<file path="src/ikpd_pkg.sv">
// shared types, constants and widths for the ignition key position decoder
// no dependencies; imported by every module under src
package ikpd_pkg;

  localparam int FRAC_BITS = 14;
  localparam int COEF_W    = 16;
  localparam int Y_W       = FRAC_BITS + 4;
  localparam int PROD_W    = COEF_W + Y_W;
  localparam int ACC_W     = FRAC_BITS + 21;
  localparam int CFG_AW    = 4;
  localparam int CFG_DW    = 32;

  // filter output limits, rounding constant and hysteresis thresholds
  localparam logic signed [ACC_W-1:0] Y_HI =
    ACC_W'((64'sd1 <<< (Y_W - 1)) - 64'sd1);
  localparam logic signed [ACC_W-1:0] Y_LO = ACC_W'(-(64'sd1 <<< (Y_W - 1)));
  localparam logic signed [ACC_W-1:0] RND_HALF = ACC_W'(64'sd1 <<< (FRAC_BITS - 1));
  localparam logic signed [Y_W-1:0] LVL_QUARTER = Y_W'(64'sd1 <<< (FRAC_BITS - 2));
  localparam logic signed [Y_W-1:0] LVL_3QUARTER =
    Y_W'(64'sd3 * (64'sd1 <<< (FRAC_BITS - 2)));
  localparam logic signed [Y_W-1:0] LVL_ONE = Y_W'(64'sd1 <<< FRAC_BITS);

  typedef enum logic [1:0] {
    LVL_OFF,
    LVL_ON,
    LVL_INVALID
  } level_t;

  typedef enum logic [1:0] {
    KEY_OFF,
    KEY_ACC,
    KEY_CRANK
  } key_t;

  typedef enum logic [1:0] {
    REG_ENABLE,
    REG_COEF_A0,
    REG_COEF_A1,
    REG_COEF_B1
  } reg_idx_t;

  typedef struct packed {
    logic                     enable;
    logic signed [COEF_W-1:0] a0;
    logic signed [COEF_W-1:0] a1;
    logic signed [COEF_W-1:0] b1;
  } cfg_t;

  // level of one lane: registered value and the value it takes on advance
  typedef struct packed {
    level_t cur;
    level_t nxt;
  } lane_stat_t;

endpackage

</file>
<file path="src/ikpd_lane.sv">
// one contact lane: first-order iir filter with rounding and saturation,
// then the hysteresis level decision; depends on ikpd_pkg
module ikpd_lane (
  input  logic               clk,
  input  logic               rst_n,
  input  logic               load,
  input  logic               x,
  input  ikpd_pkg::cfg_t     cfg,
  input  logic               adv,
  output ikpd_pkg::lane_stat_t stat
);
  import ikpd_pkg::*;

  logic                    x_prev_r;
  logic signed [Y_W-1:0]   y_prev_r;
  logic signed [Y_W-1:0]   y_nxt;
  logic signed [PROD_W-1:0] fb_prod;
  logic signed [ACC_W-1:0] sum;
  logic signed [ACC_W-1:0] scaled;
  logic signed [ACC_W-1:0] term_a0;
  logic signed [ACC_W-1:0] term_a1;
  level_t                  level_r;
  level_t                  level_nxt;

  assign fb_prod = cfg.b1 * y_prev_r;
  assign term_a0 = x ? (ACC_W'(cfg.a0) <<< FRAC_BITS) : '0;
  assign term_a1 = x_prev_r ? (ACC_W'(cfg.a1) <<< FRAC_BITS) : '0;
  assign sum     = term_a0 + term_a1 + ACC_W'(fb_prod) + RND_HALF;
  assign scaled  = sum >>> FRAC_BITS;

  always_comb begin
    if (scaled > Y_HI) begin
      y_nxt = Y_HI[Y_W-1:0];
    end else if (scaled < Y_LO) begin
      y_nxt = Y_LO[Y_W-1:0];
    end else begin
      y_nxt = scaled[Y_W-1:0];
    end
  end

  always_ff @(posedge clk) begin
    if (!rst_n) begin
      x_prev_r <= 1'b0;
      y_prev_r <= '0;
    end else if (load) begin
      x_prev_r <= x;
      y_prev_r <= y_nxt;
    end
  end

  // level decides on the filter output held in y_prev_r
  always_comb begin
    priority if (y_prev_r > LVL_ONE || y_prev_r < 0) begin
      level_nxt = LVL_INVALID;
    end else if (y_prev_r > LVL_3QUARTER) begin
      level_nxt = LVL_ON;
    end else if (y_prev_r < LVL_QUARTER) begin
      level_nxt = LVL_OFF;
    end else begin
      level_nxt = level_r;
    end
  end

  always_ff @(posedge clk) begin
    if (!rst_n) begin
      level_r <= LVL_OFF;
    end else if (adv) begin
      level_r <= level_nxt;
    end
  end

  assign stat.cur = level_r;
  assign stat.nxt = level_nxt;

endmodule

</file>
<file path="src/ikpd_merge.sv">
// merging stage: key position state machine fed by both lane levels
// depends on ikpd_pkg
module ikpd_merge (
  input  logic                 clk,
  input  logic                 rst_n,
  input  logic                 adv,
  input  logic                 enable,
  input  ikpd_pkg::lane_stat_t acc_stat,
  input  ikpd_pkg::lane_stat_t start_stat,
  output ikpd_pkg::key_t       key
);
  import ikpd_pkg::*;

  key_t key_r;
  key_t key_nxt;

  always_ff @(posedge clk) begin
    if (!rst_n) begin
      key_r <= KEY_OFF;
    end else begin
      key_r <= key_nxt;
    end
  end

  always_comb begin
    key_nxt = key_r;
    if (adv && enable) begin
      priority if (start_stat.nxt == LVL_ON) begin
        key_nxt = KEY_CRANK;
      end else if (acc_stat.nxt == LVL_ON && start_stat.nxt == LVL_OFF &&
                   key_r != KEY_CRANK) begin
        key_nxt = KEY_ACC;
      end else if (acc_stat.nxt == LVL_OFF && start_stat.nxt == LVL_OFF) begin
        key_nxt = KEY_OFF;
      end else begin
        key_nxt = key_r;
      end
    end
  end

  assign key = key_r;

endmodule

</file>
<file path="src/ignition_key_position_decoder_unit.sv">
// top level of the ignition key position decoder: apb register file, two
// filter lanes, key position merge and output register; depends on ikpd_pkg,
// ikpd_lane and ikpd_merge
//
// channel   dir   handshake            payload
// in_       in    in_tvalid/tready     tdata[0] acc_raw, [1] start_raw
// out_      out   out_tvalid/tready    tdata[1:0] key, [3:2] acc lvl, [5:4] start lvl
// cfg_      in    apb psel/penable     enable, coef_a0, coef_a1, coef_b1 at 0x0..0xc
//
// one transaction per cycle sustained while out_tready is high; an accepted input
// is registered in the filter stage, then in the level and key stage that drives out_tvalid
// the filter stage is bounded by one 16 x 18 multiply plus a four-term add
// synchronous active-low reset clears filter history, levels, key and coefficients, and sets enable
// out_tready low holds the output register; in_tready drops only when both
// stages are full, so no transaction is lost or repeated
module ignition_key_position_decoder_unit (
  input  logic                          clk,
  input  logic                          rst_n,
  // bit 0 acc_raw, bit 1 start_raw, bits 7:2 zero
  input  logic [7:0]                    in_tdata,
  input  logic                          in_tvalid,
  output logic                          in_tready,
  // bits 1:0 key_position, 3:2 acc_level, 5:4 start_level, 7:6 zero
  output logic [7:0]                    out_tdata,
  output logic                          out_tvalid,
  input  logic                          out_tready,
  input  logic                          cfg_psel,
  input  logic                          cfg_penable,
  input  logic                          cfg_pwrite,
  input  logic [ikpd_pkg::CFG_AW-1:0]   cfg_paddr,
  input  logic [ikpd_pkg::CFG_DW-1:0]   cfg_pwdata,
  output logic [ikpd_pkg::CFG_DW-1:0]   cfg_prdata,
  output logic                          cfg_pready
);
  import ikpd_pkg::*;

  cfg_t       cfg_r;
  reg_idx_t   cfg_idx;
  logic       cfg_wr;
  logic       in_acc;
  logic       s1_valid_r;
  logic       s1_move;
  logic       out_valid_r;
  logic       out_free;
  lane_stat_t acc_stat;
  lane_stat_t start_stat;
  key_t       key;

  // ---------------- configuration registers ----------------
  assign cfg_pready = 1'b1;
  assign cfg_idx    = reg_idx_t'(cfg_paddr[3:2]);
  assign cfg_wr     = cfg_psel && cfg_penable && cfg_pwrite;

  always_ff @(posedge clk) begin
    if (!rst_n) begin
      cfg_r.enable <= 1'b1;
      cfg_r.a0     <= '0;
      cfg_r.a1     <= '0;
      cfg_r.b1     <= '0;
    end else if (cfg_wr) begin
      unique case (cfg_idx)
        REG_ENABLE:  cfg_r.enable <= cfg_pwdata[0];
        REG_COEF_A0: cfg_r.a0     <= cfg_pwdata[COEF_W-1:0];
        REG_COEF_A1: cfg_r.a1     <= cfg_pwdata[COEF_W-1:0];
        REG_COEF_B1: cfg_r.b1     <= cfg_pwdata[COEF_W-1:0];
      endcase
    end
  end

  always_comb begin
    unique case (cfg_idx)
      REG_ENABLE:  cfg_prdata = CFG_DW'(cfg_r.enable);
      REG_COEF_A0: cfg_prdata = CFG_DW'(cfg_r.a0);
      REG_COEF_A1: cfg_prdata = CFG_DW'(cfg_r.a1);
      REG_COEF_B1: cfg_prdata = CFG_DW'(cfg_r.b1);
    endcase
  end

  // ---------------- pipeline control ----------------
  // stage 1 holds the new filter outputs inside the lanes; the output
  // register is the level and key state itself, marked by out_valid_r
  assign out_free  = !out_valid_r || out_tready;
  assign s1_move   = s1_valid_r && out_free;
  assign in_tready = !s1_valid_r || s1_move;
  assign in_acc    = in_tvalid && in_tready;

  always_ff @(posedge clk) begin
    if (!rst_n) begin
      s1_valid_r  <= 1'b0;
      out_valid_r <= 1'b0;
    end else begin
      if (in_tready) begin
        s1_valid_r <= in_tvalid;
      end
      if (out_free) begin
        out_valid_r <= s1_valid_r;
      end
    end
  end

  // ---------------- lanes ----------------
  ikpd_lane u_lane_acc (
    .clk   (clk),
    .rst_n (rst_n),
    .load  (in_acc),
    .x     (in_tdata[0]),
    .cfg   (cfg_r),
    .adv   (s1_move),
    .stat  (acc_stat)
  );

  ikpd_lane u_lane_start (
    .clk   (clk),
    .rst_n (rst_n),
    .load  (in_acc),
    .x     (in_tdata[1]),
    .cfg   (cfg_r),
    .adv   (s1_move),
    .stat  (start_stat)
  );

  // ---------------- merge ----------------
  ikpd_merge u_merge (
    .clk        (clk),
    .rst_n      (rst_n),
    .adv        (s1_move),
    .enable     (cfg_r.enable),
    .acc_stat   (acc_stat),
    .start_stat (start_stat),
    .key        (key)
  );

  assign out_tvalid = out_valid_r;
  assign out_tdata  = {2'b00, start_stat.cur, acc_stat.cur, key};

  // ---------------- assertions ----------------
  // key position frozen while updates are disabled
  a_hold_when_disabled: assert property (@(posedge clk) disable iff (!rst_n)
    (s1_move && !cfg_r.enable) |=> $stable(key))
    else $error("key position changed while disabled");

  // an enabled update with start on must land in the start position
  a_start_wins: assert property (@(posedge clk) disable iff (!rst_n)
    (s1_move && cfg_r.enable) |=> (start_stat.cur != LVL_ON || key == KEY_CRANK))
    else $error("start level on but key position not start");

  // an empty output register never stalls the input
  a_ready_when_empty: assert property (@(posedge clk) disable iff (!rst_n)
    !out_valid_r |-> in_tready)
    else $error("input stalled with empty output register");

  // a stage 1 transaction moving on must appear at the output
  a_move_to_out: assert property (@(posedge clk) disable iff (!rst_n)
    s1_move |=> out_valid_r)
    else $error("transaction lost between stages");

endmodule

</file>
<file path="config.mk">
export PLATFORM = sky130hd
export DESIGN_NAME = ignition_key_position_decoder_unit
export DESIGN_NICKNAME = d
export VERILOG_FILES = /design/src/ikpd_pkg.sv /design/src/ikpd_lane.sv /design/src/ikpd_merge.sv /design/src/ignition_key_position_decoder_unit.sv
export SDC_FILE = /design/constraint.sdc
export NUM_CORES = 2
export LEC_CHECK = 0
export ABC_AREA = 0
export ABC_CLOCK_PERIOD_IN_PS = 6500
export BUFFER_PORTS_ARGS = -buffer_cell sky130_fd_sc_hd__buf_2
export CORE_UTILIZATION = 30
export CTS_BUF_LIST = sky130_fd_sc_hd__clkbuf_2 sky130_fd_sc_hd__clkbuf_4 sky130_fd_sc_hd__clkbuf_8
export DETAILED_ROUTE_END_ITERATION = 7
export HOLD_SLACK_MARGIN = 0.06
export SYNTH_ARGS = -nofsm -noshare
export SYNTH_HDL_FRONTEND = slang
export SYNTH_SLANG_ARGS = --single-unit
</file>
<file path="constraint.sdc">
create_clock -name clk -period 6.5 [get_ports clk]
set_input_delay 0.325 -clock clk [delete_from_list [all_inputs] [get_ports clk]]
set_output_delay 0.325 -clock clk [all_outputs]
set_load 0.02 [all_outputs]
</file>
[Word-level counts from Yosys, hierarchy flattened]
Cells that the tools add are included.
W data, S select, Z words.
Storage, ports and cells
  register bits: 95
  word-level logic and storage cells: 80
Cells by class
  add/sub/neg operators: 6
  multiply operators: 2
  order comparisons: 12
  equality and inequality tests: 6
  mux-type cells: 18
  reduce and logical (&&, ||, !) cells: 23
Operator list (count)
  $mux W35: 4
  $pmux W32 S4: 1
  $mux W18: 4
  $add A35 B15 Y35 const B: 2
  $add A35 B34 Y35: 2
  $add A35 B35 Y35: 2
  $mul A16 B18 Y34: 2
  $gt A21 B18 Y1 const B: 2
  $lt A21 B18 Y1 const B: 2
  $gt A18 B15 Y1 const B: 2
  $gt A18 B16 Y1 const B: 2
  $lt A18 B1 Y1 const B: 2
  $lt A18 B14 Y1 const B: 2
  $mux W2: 9
  $reduce_and A2 Y1: 5
  $logic_and A1 B1 Y1: 8
  $eq A2 B1 Y1 const B: 3
  $logic_not A2 Y1: 3
  $eq A2 B2 Y1 const B: 2
  $logic_or A1 B1 Y1: 4
  $reduce_bool A3 Y1: 1
  $logic_not A1 Y1: 2
  $ne A2 B2 Y1 const B: 1

[Longest topological paths before layout]
  depth in word-level cells: 9
  gate-level depth with buffers: 29

[Hierarchy]
Synthesis repeated with hierarchy kept, for this count alone.
Second synthesis, totals
  cell total of the unflattened synthesis: 3173
  area, all modules: 28757.6 um2
Modules (own cells, without submodules)
  ikpd_lane at u_lane_start: times used 1, cells an instance 1459, area each 13176.4 um2
  ikpd_lane at u_lane_acc: times used 1, cells an instance 1453, area each 13026.2 um2
  ignition_key_position_decoder_unit: times used 1, cells an instance 249, area each 2431.1 um2
  ikpd_merge: times used 1, cells an instance 12, area each 123.9 um2

[Worst setup path after synthesis]
No wires, ideal clock.
  kind: flip-flop to flip-flop
  start: register u_lane_acc.y_prev_r[17]
  end: register u_lane_acc.y_prev_r[6]
  setup time: 0.070 ns
  arrival: 6.743 ns
  setup slack: -0.313 ns
  cell stages (with the launch flop): 27
  buffers on the path: 4
  period minus slack after synthesis: 6.813 ns
  path through: dfxtp_1 -> clkbuf_1 -> clkbuf_1 -> nand2_1 -> inv_1 -> fa_1 -> inv_1 -> fa_1 -> inv_1 -> fa_1 -> fa_1 -> fa_1 -> inv_1 -> fa_1 -> inv_1 -> ha_1 -> buf_2 -> and4_1 -> and3_4 -> a21oi_1 -> a21oi_1 -> a2111oi_2 -> a21boi_1 -> nor4_4 -> clkbuf_2 -> o21ai_0 -> a21oi_1
On the way
  cells in the longest elaborated chain, start to end: 6
RTL lines
  from (decl): RTL line ikpd_lane.sv:15  | logic signed [Y_W-1:0] y_prev_r;
  from (signal assigned): RTL line ikpd_lane.sv:47  | y_prev_r <= y_nxt;
  $mul A16 B18 Y34 (*): RTL line ikpd_lane.sv:25  | assign fb_prod = cfg.b1 * y_prev_r;
  $add A35 B34 Y35 (*): RTL line ikpd_lane.sv:28  | assign sum = term_a0 + term_a1 + ACC_W'(fb_prod) + RND_HALF;
  $add A35 B15 Y35 (*): RTL line ikpd_lane.sv:28
  $lt A21 B18 Y1: RTL line ikpd_lane.sv:34  | end else if (scaled < Y_LO) begin
  $mux W18: RTL line ikpd_lane.sv:34
  $mux W18 (*): RTL line ikpd_lane.sv:32  | if (scaled > Y_HI) begin
Mark *: on every way between the ends. The rest lies on a longest branch, timed or not.
A chain may end at the register's enable or synchronous reset.

[Final worst setup path]
  start: register cfg_r[1] (netlist name)
  end: register u_lane_acc.y_prev_r[15]
On the way
  cells in the longest elaborated chain, start to end: 6
RTL lines
  from (decl): RTL line ignition_key_position_decoder_unit.sv:37  | cfg_t cfg_r;
  $mul A16 B18 Y34 (*): RTL line ikpd_lane.sv:25
  $add A35 B34 Y35 (*): RTL line ikpd_lane.sv:28
  $add A35 B15 Y35 (*): RTL line ikpd_lane.sv:28
  $lt A21 B18 Y1: RTL line ikpd_lane.sv:34
  $mux W18: RTL line ikpd_lane.sv:34
  $mux W18 (*): RTL line ikpd_lane.sv:32
Marks and branches as above.

==> flow_summary.yaml <==
synth:
  synth_top_family_by_area: "adder cells"
  synth_edf_count: 0
  yosysUniqueCellTypes: 82
  yosysSeqAreaShare_pct: 6.64
  syn_avg_cell_area_um2: 8.85
  ys_seq_elements: 95
  synth_xor_area_share_pct: 1.58
  synth-simple-area-share_pct: 15.4
  synth-adder-area-share_pct: 54.6
  synth-compound-area-share_pct: 7.77
  syn_area_mm2: 0.0287
  synthFlopType: "dfxtp_1"
  yosys_warnings: 0
  ys_async_sr_fraction_pct: 0
  muxShareOfSynthArea_pct: 0.847
  syn_inst: 3238
sta:
  maxSlewViolCount: 0
  finalSetupTns_ns: -0.997
  worst_slack_ns: -0.0792
  fin_crit_ns: 6.58
  final_hold_viol_count: 0
  finalCritPeriodShare_pct: 101
  max_freq_ghz: 0.152
  worst_pin_slew_ns: 0.863
  skew_ns: 0.0383
  whs_ns: 0.117
  rsz0062_at_grt: "yes"
  setup_viol: 30
  maxSlewHeadroom_pct: 42.3
finish:
  fill_cells: 9600
  drive_gt1_share_pct: 19.4
  multiInputGateArea_mm2: 0.0238
  finalNonFillerCells: 4746
  area_delta_synth_final_pct: 19.7
  fin_area_mm2: 0.0343
  num-nets-final: 4398
  seq_area_mm2: 0.00198
  diodes: 0
placed_design:
  placed_area_mm2: 0.0324
  dp_hpwl_um: 64800
  gp_congestion: 0.885
  portBuffers: 66
  place_ws_ns: -0.323
  dpl.cell_count: 4675
global_route:
  grt_first_pass_wirelength_um: 130000
  grt_max_degree: 58
  overflow: 0
  grt_pass1_vias: 24100
  antenna_found_initial: 2
  grt_usage_pct: 16.9
min_path:
  min_path_type: "in -> reg"
  whs_path_depth: 3
clocking:
  cts_tree: "built"
  cts_max_level: 3
  cts_hold_buf: 0
  cts_root_buf: "clkbuf_8"
  cts_sinks: 95
  cts_max_path_buffers: 2
  clock_latency_ns: 0.45
  cts_buffers: 9
  clkSlewWorstSetupHoldPaths_ns: 0.14
floorplan:
  core_mm2: 0.0940
  start_util_pct: 30.5
  die_w_um: 311
  die_h_um: 311
  rows: 112
  pin_count: 94
  design.die.area_mm2: 0.0968
detailed_routing:
  dr.pass1.iters: 7
  routedWlPerCell_um: 17.4
  ant_nets: 0
  vias: 22200
  drt-initial-drc-count: 1336
  finalWirelength_um: 82400
  drc_errors: 0
  vias_per_cell: 4.67
critical_path:
  cp-start-kind: "register"
  reg2reg_depth: 24
  crit_required_ns: 6.86
  crit_path_end_kind: "register"
  arrival_ns: 6.93
  path_class: "reg -> reg"
  worst-path-max-fanout: 10
power:
  vdd_drop_max_v: 0.0000855
  leakage_nw: 17.2
  power_density_mw_per_mm2: 54.3
status:
  status: "finished, violations left"
  violations: "setup timing"
run:
  maxCapViolations: 0
[registers in the layout (all words and copies together), names as in the netlist]
register	cells
cfg_r	49
out_tvalid	1
s1_valid_r	1
u_lane_acc.level_r	2
u_lane_acc.x_prev_r	1
u_lane_acc.y_prev_r	18
u_lane_start.level_r	2
u_lane_start.x_prev_r	1
u_lane_start.y_prev_r	18
u_merge.key	2
[layer usage]
layer / GRT usage [%] / vias up / share of wire, % / routed length (um)
met5: 0 / - / 0 / 0
met1: 21.3 / 11400 / 42 / 34500
li1: - / 10100 / - / -
met4: 5.09 / 0 / 2.8 / 2280
met2: 30.2 / 589 / 50 / 41500
met3: 1.87 / 118 / 5.1 / 4200
[critical path: stages, from the launching register on]
cell and delay [ns]:
dfxtp_4 0.38, buf_12 0.15, nand2_4 0.08, inv_2 0.05, fa_2 0.61, inv_2 0.05, fa_2 0.62, inv_6 0.07
fa_1 0.56, fa_1 0.46, fa_1 0.54, inv_1 0.05, fa_1 0.49, inv_1 0.07, ha_4 0.29, and4_1 0.21
and3_4 0.22, nand3_4 0.10, nor4_4 0.30, a2111oi_4 0.09, and3b_2 0.24, nor4_4 0.27, buf_4 0.18, a2bb2o_1 0.31
a21oi_1 0.13
[per-stage QoR]
step,utilization [%],power [mW]
global placement,34.4,1.31
detailed placement,34.4,1.31
CTS,35.2,1.81
floorplan,-,1.01
global route,36.5,1.95
finish,36.5,1.86
[cells in the final DEF (no fill, tap or decap), types with 7 or more instances in the layout]
master | Yosys | final
inv_1 | 782 | 757
fa_1 | 652 | 628
nand2_1 | 437 | 434
buf_4 | 25 | 294
and2_1 | 306 | 293
ha_1 | 208 | 181
a21oi_1 | 130 | 103
buf_2 | 8 | 66
dfxtp_1 | 95 | 63
nor2_1 | 59 | 58
o21ai_0 | 77 | 56
buf_12 | 0 | 39
a21oi_2 | 7 | 32
xnor2_1 | 32 | 32
a21o_1 | 25 | 25
fa_2 | 0 | 24
o21ai_1 | 14 | 23
ha_4 | 0 | 23
inv_2 | 1 | 22
a22o_1 | 17 | 17
xor2_1 | 18 | 17
mux2_2 | 16 | 16
dfxtp_4 | 0 | 16
dfxtp_2 | 0 | 16
and2_4 | 0 | 13
nand3_1 | 15 | 12
clkbuf_16 | 0 | 12
nand4_1 | 11 | 11
and3_1 | 10 | 10
clkbuf_8 | 0 | 10
nand2b_1 | 9 | 9
o21ai_2 | 1 | 9
nor3_1 | 10 | 7
o21bai_1 | 7 | 7
o21a_1 | 7 | 7
nor4_1 | 8 | 7
[worst paths after layout]
| kind | start | endpoint | slack (ns) |
|---|---|---|---|
| setup / recovery | cfg_r[1] | u_lane_acc.y_prev_r[15] | -0.08 |
| hold / removal | cfg_pwdata[7] | cfg_r[7] | 0.12 |
| setup reg to reg | cfg_r[1] | u_lane_acc.y_prev_r[15] | -0.08 |
| hold reg to reg | u_lane_start.level_r[0] | u_lane_start.level_r[0] | 0.50 |
[timing repair]
item / in CTS / in global routing
cloned: 5 / 11
buffers inserted: 12 / 29
resized for setup: 71 / 195
pin swaps: 15 / 97
setup endpoints to repair: 36 / 36
[where the power goes]
group	leakage [nW]	internal (mW)	switching [mW]	total [mW]
clock	0.112	0.198	0.281	0.479
combinational	16.3	0.299	0.408	0.707
sequential	0.793	0.608	0.0692	0.677
[synth_stat cells (25+ instances only)]
master | instances | share of area [%]
o21ai_0 | 77 | 1.3
inv_1 | 782 | 10
a21oi_1 | 130 | 2.3
and2_1 | 306 | 6.7
ha_1 | 208 | 9.1
dfxtp_1 | 95 | 6.6
fa_1 | 652 | 46
a21o_1 | 25 | 0.65
nand2_1 | 437 | 5.7
buf_4 | 25 | 0.65
clkbuf_1 | 139 | 1.8
nor2_1 | 59 | 0.77
xnor2_1 | 32 | 0.98
[final cells by class]
cell class	instances	area share (%)
clock buffers	10	0.401
clock inverters	6	0.230
inverters	783	8.61
multi-input cells	2181	69.5
flip-flops and latches	95	5.78
well taps	1254	4.57
repair buffers	417	10.9
[kinds of logic after synthesis]
kind of cell / Yosys count
AOI/OAI and AO/OA: 349
xor gates and xnor gates: 51
DFF: 95
other: 2
muxes: 21
and+or+nand+nor: 897
adders and majority gates: 860
buffers and inverters: 963
(Power assumes the default switching activity.)
